[src/hw/rtl/ffpa_pkg.sv]
`default_nettype none
package ffpa_pkg;

   localparam logic [1:0] OP_LOAD  = 2'd0;
   localparam logic [1:0] OP_ALLOC = 2'd1;
   localparam logic [1:0] OP_FREE  = 2'd2;

   localparam int SLOT_BITS   = 4;
   localparam int COUNT_BITS  = 5;
   localparam int APB_DATA    = 32;
   localparam int APB_ADDR    = 3;

   // register index taken from the word address
   localparam logic REG_ACTIVE_PARTITIONS = 1'b0;

   // control half of the item travelling down the chain
   typedef struct packed {
      logic       valid;
      logic [1:0] op;
      logic       hit;
   } token_ctl_type;

endpackage
`default_nettype wire

[src/hw/rtl/ffpa_cell.sv]
`default_nettype none
module ffpa_cell #(
   parameter int IDX          = 0,
   parameter int SIZE_BITS    = 16,
   parameter int JOB_ID_BITS  = 8,
   parameter int IDX_BITS     = 4
) (
   input  wire                                 clock,
   input  wire                                 reset,
   input  wire  [ffpa_pkg::COUNT_BITS-1:0]     cfg_count,
   input  wire  ffpa_pkg::token_ctl_type       ctl_in,
   input  wire  [ffpa_pkg::SLOT_BITS-1:0]      slot_in,
   input  wire  [SIZE_BITS-1:0]                size_in,
   input  wire  [JOB_ID_BITS-1:0]              job_in,
   input  wire  [IDX_BITS-1:0]                 found_in,
   output ffpa_pkg::token_ctl_type             ctl_out,
   output logic [ffpa_pkg::SLOT_BITS-1:0]      slot_out,
   output logic [SIZE_BITS-1:0]                size_out,
   output logic [JOB_ID_BITS-1:0]              job_out,
   output logic [IDX_BITS-1:0]                 found_out
);

   logic [SIZE_BITS-1:0]    part_size_ff, part_size_in;
   logic                    owned_ff, owned_in;
   logic [JOB_ID_BITS-1:0]  owner_ff, owner_in;

   ffpa_pkg::token_ctl_type ctl_ff, ctl_in_nxt;
   logic [ffpa_pkg::SLOT_BITS-1:0] slot_ff;
   logic [SIZE_BITS-1:0]    size_ff;
   logic [JOB_ID_BITS-1:0]  job_ff;
   logic [IDX_BITS-1:0]     found_ff, found_in_nxt;

   logic active;
   logic claim;

   // slot IDX lies below N_PARTITIONS, so comparing against the raw count clamps for free
   assign active = (32'(cfg_count) > IDX);

   always_comb begin
      part_size_in = part_size_ff;
      owned_in     = owned_ff;
      owner_in     = owner_ff;
      claim        = 1'b0;
      if (ctl_in.valid) begin
         unique case (ctl_in.op)
            ffpa_pkg::OP_LOAD: begin
               if (32'(slot_in) == IDX) begin
                  part_size_in = size_in;
                  owned_in     = 1'b0;
                  claim        = 1'b1;
               end
            end
            ffpa_pkg::OP_ALLOC: begin
               if (!ctl_in.hit && active && !owned_ff && part_size_ff >= size_in) begin
                  owned_in = 1'b1;
                  owner_in = job_in;
                  claim    = 1'b1;
               end
            end
            ffpa_pkg::OP_FREE: begin
               if (!ctl_in.hit && active && owned_ff && owner_ff == job_in) begin
                  owned_in = 1'b0;
                  claim    = 1'b1;
               end
            end
            default: ;
         endcase
      end
      ctl_in_nxt     = ctl_in;
      found_in_nxt   = found_in;
      if (claim) begin
         ctl_in_nxt.hit = 1'b1;
         found_in_nxt   = IDX_BITS'(IDX);
      end
   end

   always_ff @(posedge clock) begin
      if (reset) begin
         owned_ff     <= 1'b0;
         ctl_ff.valid <= 1'b0;
      end else begin
         owned_ff     <= owned_in;
         ctl_ff.valid <= ctl_in_nxt.valid;
      end
      part_size_ff <= part_size_in;
      owner_ff     <= owner_in;
      ctl_ff.op    <= ctl_in_nxt.op;
      ctl_ff.hit   <= ctl_in_nxt.hit;
      slot_ff      <= slot_in;
      size_ff      <= size_in;
      job_ff       <= job_in;
      found_ff     <= found_in_nxt;
   end

   assign ctl_out   = ctl_ff;
   assign slot_out  = slot_ff;
   assign size_out  = size_ff;
   assign job_out   = job_ff;
   assign found_out = found_ff;

endmodule
`default_nettype wire

[src/hw/rtl/first_fit_partition_allocator.sv]
`default_nettype none
// A result strobes once the item has passed the head register and the register of every slot cell.
// A new item is taken only once the last result is shown; the item walks the row of slot cells,
// one cell per cycle, and busy drops in the cycle its result is shown.
// The receiver cannot stall: rsp_valid is high for exactly one cycle per item.
// Reset (synchronous): every slot free, active_partitions 0, nothing in flight.
// Partition sizes and owners are not cleared by reset.
module first_fit_partition_allocator #(
   parameter int N_PARTITIONS = 16,
   parameter int JOB_ID_BITS  = 8,
   parameter int SIZE_BITS    = 16
) (
   input  wire                                 clock,
   input  wire                                 reset,
   input  wire                                 start,
   output logic                                busy,
   input  wire  [1:0]                          req_op,
   input  wire  [ffpa_pkg::SLOT_BITS-1:0]      req_slot,
   input  wire  [SIZE_BITS-1:0]                req_size_kb,
   input  wire  [JOB_ID_BITS-1:0]              req_job_id,
   output logic                                rsp_valid,
   output logic                                rsp_ok,
   output logic [ffpa_pkg::SLOT_BITS-1:0]      rsp_found_slot,
   input  wire                                 psel,
   input  wire                                 penable,
   input  wire                                 pwrite,
   input  wire  [ffpa_pkg::APB_ADDR-1:0]       paddr,
   input  wire  [ffpa_pkg::APB_DATA-1:0]       pwdata,
   output logic [ffpa_pkg::APB_DATA-1:0]       prdata,
   output logic                                pready
);

   localparam int IDX_BITS = (N_PARTITIONS > 1) ? $clog2(N_PARTITIONS) : 1;

   logic [ffpa_pkg::COUNT_BITS-1:0] active_ff;
   logic busy_ff;
   logic accept;

   ffpa_pkg::token_ctl_type           ctl_chain   [0:N_PARTITIONS];
   logic [ffpa_pkg::SLOT_BITS-1:0]    slot_chain  [0:N_PARTITIONS];
   logic [SIZE_BITS-1:0]              size_chain  [0:N_PARTITIONS];
   logic [JOB_ID_BITS-1:0]            job_chain   [0:N_PARTITIONS];
   logic [IDX_BITS-1:0]               found_chain [0:N_PARTITIONS];
   logic [N_PARTITIONS:0]             valid_vec;

   ffpa_pkg::token_ctl_type           head_ctl_ff;
   logic [ffpa_pkg::SLOT_BITS-1:0]    head_slot_ff;
   logic [SIZE_BITS-1:0]              head_size_ff;
   logic [JOB_ID_BITS-1:0]            head_job_ff;

   assign pready = 1'b1;
   assign prdata = ffpa_pkg::APB_DATA'(active_ff);

   always_ff @(posedge clock) begin
      if (reset) begin
         active_ff <= '0;
      end else if (psel && penable && pwrite &&
                   paddr[2] == ffpa_pkg::REG_ACTIVE_PARTITIONS) begin
         active_ff <= pwdata[ffpa_pkg::COUNT_BITS-1:0];
      end
   end

   assign busy   = busy_ff && !rsp_valid;
   assign accept = start && !busy;

   always_ff @(posedge clock) begin
      if (reset) begin
         busy_ff           <= 1'b0;
         head_ctl_ff.valid <= 1'b0;
      end else begin
         priority if (accept) begin
            busy_ff <= 1'b1;
         end else if (rsp_valid) begin
            busy_ff <= 1'b0;
         end else begin
            busy_ff <= busy_ff;
         end
         head_ctl_ff.valid <= accept;
      end
      head_ctl_ff.op  <= req_op;
      head_ctl_ff.hit <= 1'b0;
      head_slot_ff    <= req_slot;
      head_size_ff    <= req_size_kb;
      head_job_ff     <= req_job_id;
   end

   assign ctl_chain[0]   = head_ctl_ff;
   assign slot_chain[0]  = head_slot_ff;
   assign size_chain[0]  = head_size_ff;
   assign job_chain[0]   = head_job_ff;
   assign found_chain[0] = '0;

   for (genvar k = 0; k < N_PARTITIONS; k++) begin : g_cell
      ffpa_cell #(
         .IDX          (k),
         .SIZE_BITS    (SIZE_BITS),
         .JOB_ID_BITS  (JOB_ID_BITS),
         .IDX_BITS     (IDX_BITS)
      ) u_cell (
         .clock     (clock),
         .reset     (reset),
         .cfg_count (active_ff),
         .ctl_in    (ctl_chain[k]),
         .slot_in   (slot_chain[k]),
         .size_in   (size_chain[k]),
         .job_in    (job_chain[k]),
         .found_in  (found_chain[k]),
         .ctl_out   (ctl_chain[k+1]),
         .slot_out  (slot_chain[k+1]),
         .size_out  (size_chain[k+1]),
         .job_out   (job_chain[k+1]),
         .found_out (found_chain[k+1])
      );
   end

   for (genvar k = 0; k <= N_PARTITIONS; k++) begin : g_valid
      assign valid_vec[k] = ctl_chain[k].valid;
   end

   assign rsp_valid      = ctl_chain[N_PARTITIONS].valid;
   assign rsp_ok         = ctl_chain[N_PARTITIONS].hit;
   assign rsp_found_slot = ffpa_pkg::SLOT_BITS'(found_chain[N_PARTITIONS]);

   // at most one item in the row of cells
   a_one_in_flight: assert property (@(posedge clock) disable iff (reset)
      $onehot0(valid_vec))
      else $error("more than one item in the cell chain");

   a_latency: assert property (@(posedge clock) disable iff (reset)
      accept |-> ##(N_PARTITIONS + 1) rsp_valid)
      else $error("result did not appear after the chain latency");

   a_miss_zero: assert property (@(posedge clock) disable iff (reset)
      (rsp_valid && !rsp_ok) |-> (rsp_found_slot == '0))
      else $error("failed item reports a nonzero slot");

   a_rsp_busy: assert property (@(posedge clock) disable iff (reset)
      rsp_valid |-> busy_ff)
      else $error("result without an item in flight");

endmodule
`default_nettype wire
[config.mk]
export PLATFORM = sky130hd
export DESIGN_NAME = first_fit_partition_allocator
export DESIGN_NICKNAME = d
export VERILOG_FILES = /design/src/hw/rtl/ffpa_pkg.sv /design/src/hw/rtl/ffpa_cell.sv /design/src/hw/rtl/first_fit_partition_allocator.sv
export SDC_FILE = /design/constraint.sdc
export NUM_CORES = 1
export LEC_CHECK = 0
export BUFFER_PORTS_ARGS = -buffer_cell sky130_fd_sc_hd__buf_2
export CELL_PAD_IN_SITES_DETAIL_PLACEMENT = 1
export CELL_PAD_IN_SITES_GLOBAL_PLACEMENT = 1
export CORE_ASPECT_RATIO = 1.5
export CORE_UTILIZATION = 30
export CTS_CLUSTER_DIAMETER = 50
export DETAILED_ROUTE_END_ITERATION = 7
export GPL_TIMING_DRIVEN = 0
export PLACE_DENSITY = 0.61
export SLEW_MARGIN = 20
export SYNTH_ARGS = -nofsm -noshare
export SYNTH_HDL_FRONTEND = slang
export SYNTH_HIERARCHICAL = 1
export SYNTH_SLANG_ARGS = --single-unit
[constraint.sdc]
create_clock -name clock -period 3.3 [get_ports clock]
set_clock_uncertainty 0.2 [all_clocks]
set_input_delay 0.33 -clock clock [delete_from_list [all_inputs] [get_ports clock]]
set_output_delay 0.33 -clock clock [all_outputs]
set_load 0.05 [all_outputs]
Yosys cells after proc, flatten, opt, wreduce, memory -nomap -nowiden
Index checks and enable logic that the tools add are counted.
{"block": "totals", "regBits": 968, "latch_bits": 0, "ramBits": 0, "rom_bits": 0, "inputBits": 71, "out_inout_bits": 40, "elab_cells": 653, "n_memories": 0}
{"block": "op_classes", "n_addsub": 0, "mul": 0, "div": 0, "n_lt_le_gt_ge": 32, "eq_ne": 111, "n_shift": 0, "n_mux": 148, "n_bitwise": 1, "reduce_logical": 199}
{"op": ">= comparator 16 bit", "count": 16}
{"op": "== test 8 bit", "count": 16}
{"op": "2-to-1 mux 1 bit", "count": 116}
{"op": "inequality test 2 x 1 -> 1 bit (second input constant)", "count": 48}
{"op": "case mux 1 bit (3 select lines)", "count": 32}
{"op": "AND reduction 3 bit", "count": 32}
{"op": "logical AND 1 bit", "count": 84}
{"op": "AND reduction 5 bit", "count": 16}
{"op": "nonzero test 3 bit", "count": 16}
{"op": "greater-than comparator 5 x 4 -> 1 bit (second input constant)", "count": 8}
{"op": "zero test 1 bit", "count": 33}
{"op": "== test 2 x 1 -> 1 bit (second input constant)", "count": 16}
{"op": "== test 2 bit (second input constant)", "count": 16}
{"op": "== test 4 bit (second input constant)", "count": 8}
{"op": "zero test 2 bit", "count": 16}
{"op": "greater-than comparator 5 x 3 -> 1 bit (second input constant)", "count": 4}
{"op": "== test 4 x 3 -> 1 bit (second input constant)", "count": 4}
{"op": "greater-than comparator 5 x 1 -> 1 bit (second input constant)", "count": 2}
{"op": "greater-than comparator 5 x 2 -> 1 bit (second input constant)", "count": 2}
{"op": "== test 4 x 2 -> 1 bit (second input constant)", "count": 2}
{"op": "== test 4 x 1 -> 1 bit (second input constant)", "count": 1}
{"op": "zero test 4 bit", "count": 1}
{"op": "nonzero test 2 bit", "count": 1}
{"op": "inverter 1 bit", "count": 1}

Longest topological paths before layout
{"block": "depth", "word_depth": 8, "ltp_mapped": 8, "mapped_depth_nobuf": 7}

Cells and area by module
The synthesis kept the hierarchy.
{"mod": "ffpa_cell at g_cell[12].u_cell", "n_inst": 1, "cells_each": 166, "area_per_inst_um2": 2238.4, "seq_area_each_um2": 1461.4}
{"mod": "ffpa_cell at g_cell[14].u_cell", "n_inst": 1, "cells_each": 162, "area_per_inst_um2": 2235.9, "seq_area_each_um2": 1461.4}
{"mod": "ffpa_cell at g_cell[2].u_cell", "n_inst": 1, "cells_each": 164, "area_per_inst_um2": 2218.4, "seq_area_each_um2": 1461.4}
{"mod": "ffpa_cell at g_cell[5].u_cell", "n_inst": 1, "cells_each": 165, "area_per_inst_um2": 2210.9, "seq_area_each_um2": 1461.4}
{"mod": "ffpa_cell at g_cell[4].u_cell", "n_inst": 1, "cells_each": 163, "area_per_inst_um2": 2200.9, "seq_area_each_um2": 1461.4}
{"mod": "ffpa_cell at g_cell[6].u_cell", "n_inst": 1, "cells_each": 165, "area_per_inst_um2": 2200.9, "seq_area_each_um2": 1461.4}
{"mod": "ffpa_cell at g_cell[10].u_cell", "n_inst": 1, "cells_each": 166, "area_per_inst_um2": 2198.4, "seq_area_each_um2": 1461.4}
{"mod": "ffpa_cell at g_cell[9].u_cell", "n_inst": 1, "cells_each": 165, "area_per_inst_um2": 2195.9, "seq_area_each_um2": 1461.4}
{"mod": "ffpa_cell at g_cell[0].u_cell", "n_inst": 1, "cells_each": 160, "area_per_inst_um2": 2184.6, "seq_area_each_um2": 1461.4}
{"mod": "ffpa_cell at g_cell[8].u_cell", "n_inst": 1, "cells_each": 162, "area_per_inst_um2": 2175.8, "seq_area_each_um2": 1461.4}
{"mod": "ffpa_cell at g_cell[7].u_cell", "n_inst": 1, "cells_each": 151, "area_per_inst_um2": 2165.8, "seq_area_each_um2": 1461.4}
{"mod": "ffpa_cell at g_cell[15].u_cell", "n_inst": 1, "cells_each": 151, "area_per_inst_um2": 2140.8, "seq_area_each_um2": 1461.4}
{"mod": "ffpa_cell at g_cell[3].u_cell", "n_inst": 1, "cells_each": 150, "area_per_inst_um2": 2125.8, "seq_area_each_um2": 1461.4}
{"mod": "ffpa_cell at g_cell[11].u_cell", "n_inst": 1, "cells_each": 154, "area_per_inst_um2": 2120.8, "seq_area_each_um2": 1461.4}
{"mod": "+3 rows"}

Least setup slack after synthesis
No wires, ideal clock.
{"block": "synth_timing", "path_kind": "register to register", "startpoint": "register head_slot_ff[3] (netlist bit)", "endpoint": "register g_cell[0].u_cell.part_size_ff[0] (enable)", "setup_ns": 0.438, "arrival_time_ns": 2.632, "required_time_ns": 2.662, "setup_slack_ns": 0.030, "path_stages_with_launch": 3, "path_buffers": 0, "period_less_slack_ns": 3.270, "path_cell_list": "dfxtp_1 > or4_1 > nor4b_1"}
{"block": "synth_via", "elab_chain_cells": 2}
{"element": "start: declaration", "line": "first_fit_partition_allocator.sv:47", "rtl": "logic [ffpa_pkg::SLOT_BITS-1:0] head_slot_ff;"}
{"element": "start signal: assignment", "line": "first_fit_partition_allocator.sv:82", "rtl": "head_slot_ff <= req_slot;"}
{"element": "zero test 4 bit", "line": "ffpa_cell.sv:47", "rtl": "if (32'(slot_in) == IDX) begin"}
{"element": "AND reduction 3 bit (no line)"}
{"element": "end signal: assignment", "line": "ffpa_cell.sv:85", "rtl": "part_size_ff <= part_size_in;"}
{"element": "end: declaration", "line": "ffpa_cell.sv:23", "rtl": "logic [SIZE_BITS-1:0] part_size_ff, part_size_in;"}
No other way between the ends.
A chain may end at the register's enable or synchronous reset.

Worst setup path after layout
{"block": "layout_timing", "startpoint": "register g_cell[11].u_cell.size_ff[13]", "endpoint": "register g_cell[12].u_cell.owner_ff[2] (enable)"}
{"block": "layout_via", "elab_chain_cells": 3}
{"element": "start: declaration", "line": "ffpa_cell.sv:29", "rtl": "logic [SIZE_BITS-1:0] size_ff;"}
{"element": "start signal: assignment", "line": "ffpa_cell.sv:90", "rtl": "size_ff <= size_in;"}
{"element": ">= comparator 16 bit", "line": "ffpa_cell.sv:54", "rtl": "if (!ctl_in.hit && active && !owned_ff && part_size_ff >= size_in) begin"}
{"element": "logical AND 1 bit", "line": "ffpa_cell.sv:54"}
{"element": "AND reduction 3 bit (no line)"}
{"element": "end signal: assignment", "line": "ffpa_cell.sv:86", "rtl": "owner_ff <= owner_in;"}
{"element": "end: declaration", "line": "ffpa_cell.sv:25", "rtl": "logic [JOB_ID_BITS-1:0] owner_ff, owner_in;"}
No other way between the ends.

==> key figures <==
Routing
  • Router iterations before antenna repair: 4
  • Iter 0 DRT Violations: about 580
  • Via/cell ratio: 4.38
  • Post-route ant nets: 0
  • DR WL/cell: around 14 um
  • Total routed wirelength: 62300 um
  • Post-route DRC: 0
  • Routed via count: about 20000

Floorplanning
  • DIE HEIGHT: about 420 um
  • Die area: 0.119 mm2
  • Initial Utilization: 0.304
  • # IOs: 111
  • Die X: approximately 280 um
  • Core area: roughly 0.12 mm2
  • FP Rows: approximately 150

Global routing
  • Vias in the first global route: 21700
  • Largest net degree at the start of global routing: 44
  • Global-route wire length before repair: 105000 um
  • Total grt overflow: 0
  • Initial antenna violation count: 0
  • GRT Total Usage: 0.108

Clock network
  • Total CTS buffers: 107
  • CTS tree: built
  • Worst-Skew Late Latency: roughly 0.66 ns
  • Worst-path clk slew: approximately 0.060 ns
  • CTS sink cnt: about 980
  • Root Buffer Master: clkbuf_16
  • Post-CTS Setup Inserts: 0
  • H-tree Lvls: 3
  • Clock Path Buffers: 3

Placed design
  • Placement Cell Area: roughly 0.038 mm2
  • DP Worst Slack: approximately 0.022 ns
  • I/O Buffers: 53
  • GPL Wtd Cong: roughly 0.76
  • DP HPWL: ~46000 um
  • DP Cell Count: between 4000 and 5000

Setup path
  • Worst Path Required: 3.35 ns
  • Crit path max fanout: 8
  • Crit-path cells: inv_1 -> ha_1 -> nand4_1 -> nor2_2 -> nor4b_2 -> a211oi_4 -> nor4_2
  • Slowest CP cell: nor4_2
  • Critical path origin: g_cell[11].u_cell/size_out[13]
  • Critical path's largest stage delay: around 0.81 ns
  • Crit path capture type: register
  • Critical path type: register to register
  • WP buf/inv: 1
  • Startpoint types: register
  • Delay-heaviest family, CP: simple AND/OR/NAND/NOR gates
  • RR Startpoint: g_cell[11].u_cell/size_out[13]
  • Data arrival time of the worst path: 3.10 ns

Finish
  • Area growth syn-to-layout: 19.4%
  • N_diodes: 0
  • Post-route cell area: roughly 0.042 mm2
  • Leading cell type in the layout, fill and taps excluded: dfxtp_1
  • Final core occ: 0.363
  • Fin cells: between 4000 and 5000
  • Commonest non-fill, non-tap cells in the layout: dfxtp_1, edfxtp_1, inv_1
  • Nets: 3201
  • Layout cell share with drive strength beyond 1: 0.130

Timing
  • Crit share post-route: 0.922
  • RSZ-0062 raised after global routing: no
  • Setup TNS: 0 ns
  • Final WS setup: roughly 0.26 ns
  • WHS: 0.0637 ns
  • Worst Tran Pin Value: roughly 0.96 ns
  • Final setup fails: 0
  • Final hold viol count: 0
  • Slew Limit Headroom: 0.362
  • Fin. max-slew vios: 0
  • F_max: between 0.3 and 0.4 GHz
  • Final min period: a little over 3 ns

Worst hold path
  • Hold wc startpoint: reset
  • Min-Delay Path Class: input pin to register

Run
  • Max-Cap Viols: 0

Status
  • Run status: complete, no violations

Power
  • Maximum vdd drop: about 0.00045 V
  • Overall power: about 27 mW
  • Static Leak: between 15 and 20 nW
  • Pwr dens: 635 mW/mm2

Synth
  • Cells after Synth: roughly 2600
  • Average size of a mapped cell: between 10 and 15 um2
  • Synthesis Warnings: 6
  • Post-Synthesis Cell Area: around 0.035 mm2
[path summary, 6_finish.rpt]
kind	to	slack, ns	depth (start not counted)
max	g_cell[12].u_cell/owner_ff[2]	0.26	7
min	g_cell[0].u_cell/ctl_out[3]	0.06	2
max reg2reg	g_cell[12].u_cell/owner_ff[2]	0.26	7
min reg2reg	g_cell[7].u_cell/slot_out[0]	0.14	0
[flip-flops by register name, indices dropped and copies added, names as in the netlist, 8 cells and up]
| name | count |
|---|---|
| g_cell.u_cell/found_out | 64 |
| g_cell.u_cell/size_out | 240 |
| head_size_ff | 16 |
| g_cell.u_cell/owner_ff | 128 |
| head_job_ff | 8 |
| g_cell.u_cell/job_out | 120 |
| g_cell.u_cell/part_size_ff | 256 |
| g_cell.u_cell/slot_out | 60 |
| g_cell.u_cell/ctl_out | 62 |
| g_cell.u_cell/owned_ff | 16 |
[cell type report]
cell class / count / area [um2]
flip-flops and latches: 983 / 23500
plain buffers: 39 / 265
fillers: 12400 / 74200
clock inverters: 64 / 766
inverters: 276 / 1040
clock buffers: 140 / 3000
well taps: 1550 / 1940
multi-input cells: 1353 / 10800
repair buffers: 114 / 835
[power by group]
group,internal [mW],switching [mW],leakage (nW)
sequential,13.1,0.332,8.48
clock,7.48,4.80,1.85
combinational,0.497,0.595,6.46
[per-layer routing]
metal  vias up  track usage  wire length, um
li1       9844            -                -
met1      9635        0.103            22200
met2       224        0.223            36700
met3       108       0.0182             1870
met4         0       0.0386             1580
met5         -            0                0
[what timing repair did]
action,in CTS,in global routing
setup endpoints to repair,8,38
gates resized for setup,1,5
pin swaps,0,0
endpoints found under the hold margin,37,0
hold buffers,41,0
Power figures use the tool's default switching activity.
